===== src/hdl/lphi_pkg.sv =====
// shared types, codes and constants for the linear probe hash index
`default_nettype none
package lphi_pkg;

	localparam int TABLE_SLOTS_DEF = 1024;
	localparam int LIMIT_W = 10;
	localparam logic [LIMIT_W-1:0] LIMIT_RESET = 10'd716;
	localparam int MOD_BITS = 8;

	localparam logic [63:0] MIX_C1 = 64'hbf58476d1ce4e5b9;
	localparam logic [63:0] MIX_C2 = 64'h94d049bb133111eb;

	localparam logic CMD_PUT = 1'b0;
	localparam logic CMD_GET = 1'b1;

	localparam logic [1:0] ST_OK = 2'd0;
	localparam logic [1:0] ST_MISS = 2'd1;
	localparam logic [1:0] ST_FULL = 2'd2;

	typedef struct packed {
		logic        cmd;
		logic [63:0] key_id;
		logic [63:0] log_offset;
		logic [31:0] record_length;
		logic [7:0]  record_type;
		logic        tombstone;
		logic [63:0] expiry_time;
	} in_t;

	typedef struct packed {
		logic [1:0]  status;
		logic [63:0] found_offset;
		logic [31:0] found_length;
		logic [7:0]  found_type;
		logic [63:0] found_expiry;
	} out_t;

	typedef struct packed {
		logic        used;
		logic [63:0] key;
		logic [63:0] offset;
		logic [31:0] length;
		logic [7:0]  rec_type;
		logic        deleted;
		logic [63:0] expiry;
	} slot_t;

	typedef struct packed {
		logic clr;
		logic take;
		logic rd;
		logic chk;
	} ctl_t;

	typedef struct packed {
		logic clr_last;
		logic hash_done;
		logic stop;
	} sts_t;

endpackage
`default_nettype wire


===== src/hdl/lphi_ctrl.sv =====
// control state machine: table clear, hash, probe read and check
`default_nettype none
module lphi_ctrl (
	input  wire logic           clk,
	input  wire logic           arst_n,
	input  wire logic           start,
	input  wire lphi_pkg::sts_t sts,
	output logic                busy,
	output lphi_pkg::ctl_t      ctl
);

	typedef enum logic [4:0] {
		S_CLEAR = 5'b00001,
		S_IDLE  = 5'b00010,
		S_HASH  = 5'b00100,
		S_RD    = 5'b01000,
		S_CHK   = 5'b10000
	} state_t;

	state_t state_q;
	state_t state_nxt;

	always_comb begin
		state_nxt = state_q;
		ctl = '0;
		case (state_q)
			S_CLEAR: begin
				ctl.clr = 1'b1;
				if (sts.clr_last) begin
					state_nxt = S_IDLE;
				end
			end
			S_IDLE: begin
				if (start) begin
					ctl.take = 1'b1;
					state_nxt = S_HASH;
				end
			end
			S_HASH: begin
				if (sts.hash_done) begin
					state_nxt = S_RD;
				end
			end
			S_RD: begin
				ctl.rd = 1'b1;
				state_nxt = S_CHK;
			end
			S_CHK: begin
				ctl.chk = 1'b1;
				state_nxt = sts.stop ? S_IDLE : S_RD;
			end
			default: begin
				state_nxt = S_CLEAR;
			end
		endcase
	end

	assign busy = (state_q != S_IDLE);

	always_ff @(posedge clk or negedge arst_n) begin
		if (!arst_n) begin
			state_q <= S_CLEAR;
		end else begin
			state_q <= state_nxt;
		end
	end

	a_accept_hash: assert property (@(posedge clk) disable iff (!arst_n)
		(start && !busy) |=> (state_q == S_HASH))
		else $error("accepted beat did not enter hash");

	a_chk_after_rd: assert property (@(posedge clk) disable iff (!arst_n)
		(state_q == S_CHK) |-> ($past(state_q) == S_RD))
		else $error("check without preceding read");

endmodule
`default_nettype wire


===== config.mk =====
export PLATFORM = sky130hd
export DESIGN_NAME = lphi_ctrl
export DESIGN_NICKNAME = d
export VERILOG_FILES = /design/src/hdl/lphi_pkg.sv /design/src/hdl/lphi_ctrl.sv
export SDC_FILE = /design/constraint.sdc
export NUM_CORES = 1
export LEC_CHECK = 0
export BUFFER_PORTS_ARGS = -buffer_cell sky130_fd_sc_hd__buf_2
export CAP_MARGIN = 10
export CORE_AREA = 4 4 41 43
export DETAILED_ROUTE_END_ITERATION = 8
export DIE_AREA = 0 0 45 47
export PLACE_DENSITY = 0.51
export SYNTH_ARGS = -nofsm -noshare
export SYNTH_HDL_FRONTEND = slang
export SYNTH_SLANG_ARGS = --single-unit

===== constraint.sdc =====
create_clock -name clk -period 1.79 [get_ports clk]
set_clock_uncertainty 0.1 [all_clocks]
set_input_delay 0.179 -clock clk [delete_from_list [all_inputs] [get_ports clk]]
set_output_delay 0.179 -clock clk [all_outputs]
set_load 0.005 [all_outputs]

==> summary by stage <==
CTS
Buffers inserted during clock tree synthesis total 3. The clock slew seen by the registers of the worst setup and hold paths is 0.04 ns. The count of clock tree sinks is 5.

The total setup buffers inserted after CTS is 0. TritonCTS built the clock tree. The number of H-tree levels is 1. The later pin in the worst-skew pair is clocked with a latency of 0.25 ns. The library cell used as clock root buffer is clkbuf_4. In this run the deepest clock path goes through 2 buffers.

Timing
The post-route fraction of the period consumed by the critical path is 93.2%. The smallest clock period supported by the final layout is computed as 1.67 ns. Based on the critical path, the design can be clocked at up to 600 MHz. The final-report hold violation count came to 0.

Setup repair after global routing left no endpoint under its margin. Setup total negative slack on the finished layout was measured at 0 ns. The transition at the pin with the smallest max-transition slack is 0.390 ns.

The final count of pins violating max slew is 0. The worst pin sits at a relative slew slack of 73.3%. The total setup violations reported at the end of the flow is 0.

Critical path
Of all nets on the critical path, the largest fanout is 6. At the worst endpoint, the required time is 1.51 ns. The critical path start-end classification is reg2out.

Data on the critical path arrives at its endpoint at 1.39 ns. The worst setup path is launched from a flip-flop. The most critical setup path has its startpoint at state_q[1].

The category of the worst setup path capture point is an output pin. In this run the critical register-to-register path is launched from state_q[1].

Floorplanning
The area enclosed by the die boundary is 2120 um2. After floorplanning, the core was sized to cover 1300 um2. In this run the count of I/O pins placed on the die edge is 11.

The floorplan row count is 13. The die span in x is 45 um. The initial utilization of the core area, before any placement, comes to 24.4%. The chip height is 47 um.

Logic synthesis
After synthesis the cells add up to 318 um2. The leading register cell type out of synthesis is dfrtp_1. Sorting the synthesized cells by area gives the leading types as dfrtp_1, dfstp_2, nor2_1, nor4b_1, nand3b_1. The flip-flop and latch count after synthesis is 5. The share of Yosys cell area claimed by the top area cell type is 31.5%.

Of all cell types, the one taking the most synthesized area is dfrtp_1. Of all flip-flops after synthesis, the portion carrying an async set or reset was 100%. The number of nets handed over by synthesis was 42. In this run, distinct cell masters in the synthesized netlist total 23. Counting every instance in the synthesized netlist gives 36. The proportion of synthesized chip area in sequential cells is 39.8%. The number of warnings reported in the yosys synthesis log is 0.

The post-synthesis area per instance is 8.83 um2. The number of flops mapped to enable cells by yosys is 0.

Layout
Cells with a size suffix above 1 make up 40.0% of the layout. The antenna cell count is 0. The signed area change from the synthesized netlist to the final layout is 38.6%. The final-stage net count is 57.

Leaving out fill and tap cells, the most frequent cells in the layout are buf_2, nor2_1, nand2_1, clkbuf_4, dfrtp_1. At the end of the flow the core is filled with cells to 33.8%. The commonest non-fill, non-tap cell in the layout is buf_2.

In the final layout, the registers with the most flip-flops are state_q (5). Once layout is done, the placed cells without fillers occupy 440 um2. The flip-flop count of the largest register, all copies and words added is 5. The count of placed standard cells in the final layout, fillers left out is 65. Counting flops per register, the top entry is state_q.

Power
In this run the static leakage power is 0.000199 uW. Power spread over the standard cell area amounts to 1190 nW/um2. Across the VDD grid, the largest voltage drop is 639 uV.

Place
The cell count after placement is 60. Routability-driven placement finished with a final weighted congestion of 0.705. The HPWL after detailed placement is 557 um. After detailed placement, the total cell area comes to 385 um2. During placement, the flow inserted port buffers numbering 10.

Flow run
The max-capacitance violation count is 0.

Routing
The routed layout has 303 vias. The final antenna-violating net count is 0. The number of search-and-repair iterations in the first detailed-routing pass is 2.

In the final routed layout, each cell accounts on average for 11.1 um. Dividing the detail-routed via count by the number of cells gives 4.66. For this run, design rule violations remaining after detail routing come to 0.

The first routing iteration left 4 violations. Summed over all layers, the routed wires come to 719 um.

Global routing
The sum of overflow across all layers after global routing is 0. The global-route usage over all layers is 8.95%. The first global-routing pass estimated 1270 um of wire. The pin count of the biggest net entering global routing is 12.

The initial antenna violation count is 0. The number of global-route vias before repair came to 313.

Outcome
The flow ran to the end, and the final reports show no timing, DRC or antenna violations.

Hold path
The min-delay analysis places its worst path in the category in2reg. The worst hold path begins at start.
## kinds of logic (layout without fill, tap and decap cells)
group | count (synthesis) | count (layout) | share of synthesized area [%]
AO/OA/AOI/OAI | 5 | 5 | 11.8
XOR/XNOR | 1 | 1 | 2.76
buffers and inverters | 3 | 17 | 3.93
flip-flops | 5 | 5 | 39.8
multiplexers | 1 | 1 | 3.15
AND/OR/NAND/NOR | 21 | 21 | 38.6
## final cells by class
cell class / count / area (um2)
Clock buffer: 4 / 26.3
Fill cell: 149 / 861
Inverter: 1 / 3.75
Multi-Input combinational cell: 28 / 196
Sequential cell: 5 / 128
Tap cell: 15 / 18.8
Timing Repair Buffer: 12 / 67.6
## what timing repair did
action | in CTS | in global routing
hold buffers | 1 | 0
endpoints found under the hold margin | 5 | 0
resized for setup | 0 | 4
endpoints found under the setup margin | 0 | 2
## report_power, final
part | switching, uW | total, uW | internal (uW)
Sequential | 40.3 | 191 | 150
Clock | 45.9 | 130 | 84.3
Combinational | 101 | 203 | 101
## metal layers
| layer | vias up | wire length [um] | share of wire (%) | track usage [%] |
|---|---|---|---|---|
| met5 | - | 0 | 0 | 0 |
| met4 | 0 | 7 | 0.97 | 3.51 |
| met3 | 2 | 63 | 8.8 | 7.28 |
| met2 | 13 | 308 | 43 | 12.7 |
| met1 | 133 | 340 | 47 | 9.86 |
| li1 | 155 | - | - | - |
## cells in the mapped netlist (2+ instances only)
| cell type | number |
|---|---|
| nor2_1 | 6 |
| dfrtp_1 | 4 |
| nand2_1 | 3 |
| nand3b_1 | 2 |
| nor4b_1 | 2 |
| o21ai_0 | 2 |
## per-stage QoR
step	power, uW	hold WS, ns	worst slack [ns]
after global placement	383	-0.107	0.158
after detailed placement	380	-0.105	0.173
after CTS	518	0.0431	0.0312
after global routing	582	0.0281	0.00758
after floorplan	312	-0.217	0.149
final	524	0.0457	0.122
## critical path, stage by stage (launching register included)
cell     delay, ns
dfrtp_2       0.42
or2_1         0.23
buf_4         0.16
nor4b_4       0.19
buf_2         0.15
## path summary, 6_finish.rpt
check	cells past startpoint	slack [ns]	to
min in group asynchronous	2	0.18	state_q[2]
hold reg to reg	1	0.53	state_q[3]
hold / removal	2	0.05	state_q[1]
setup reg to reg	4	0.20	state_q[1]
max in group asynchronous	2	1.20	state_q[0]
setup / recovery	4	0.12	ctl[1]
No activity file was read; power rests on OpenSTA's default activity.
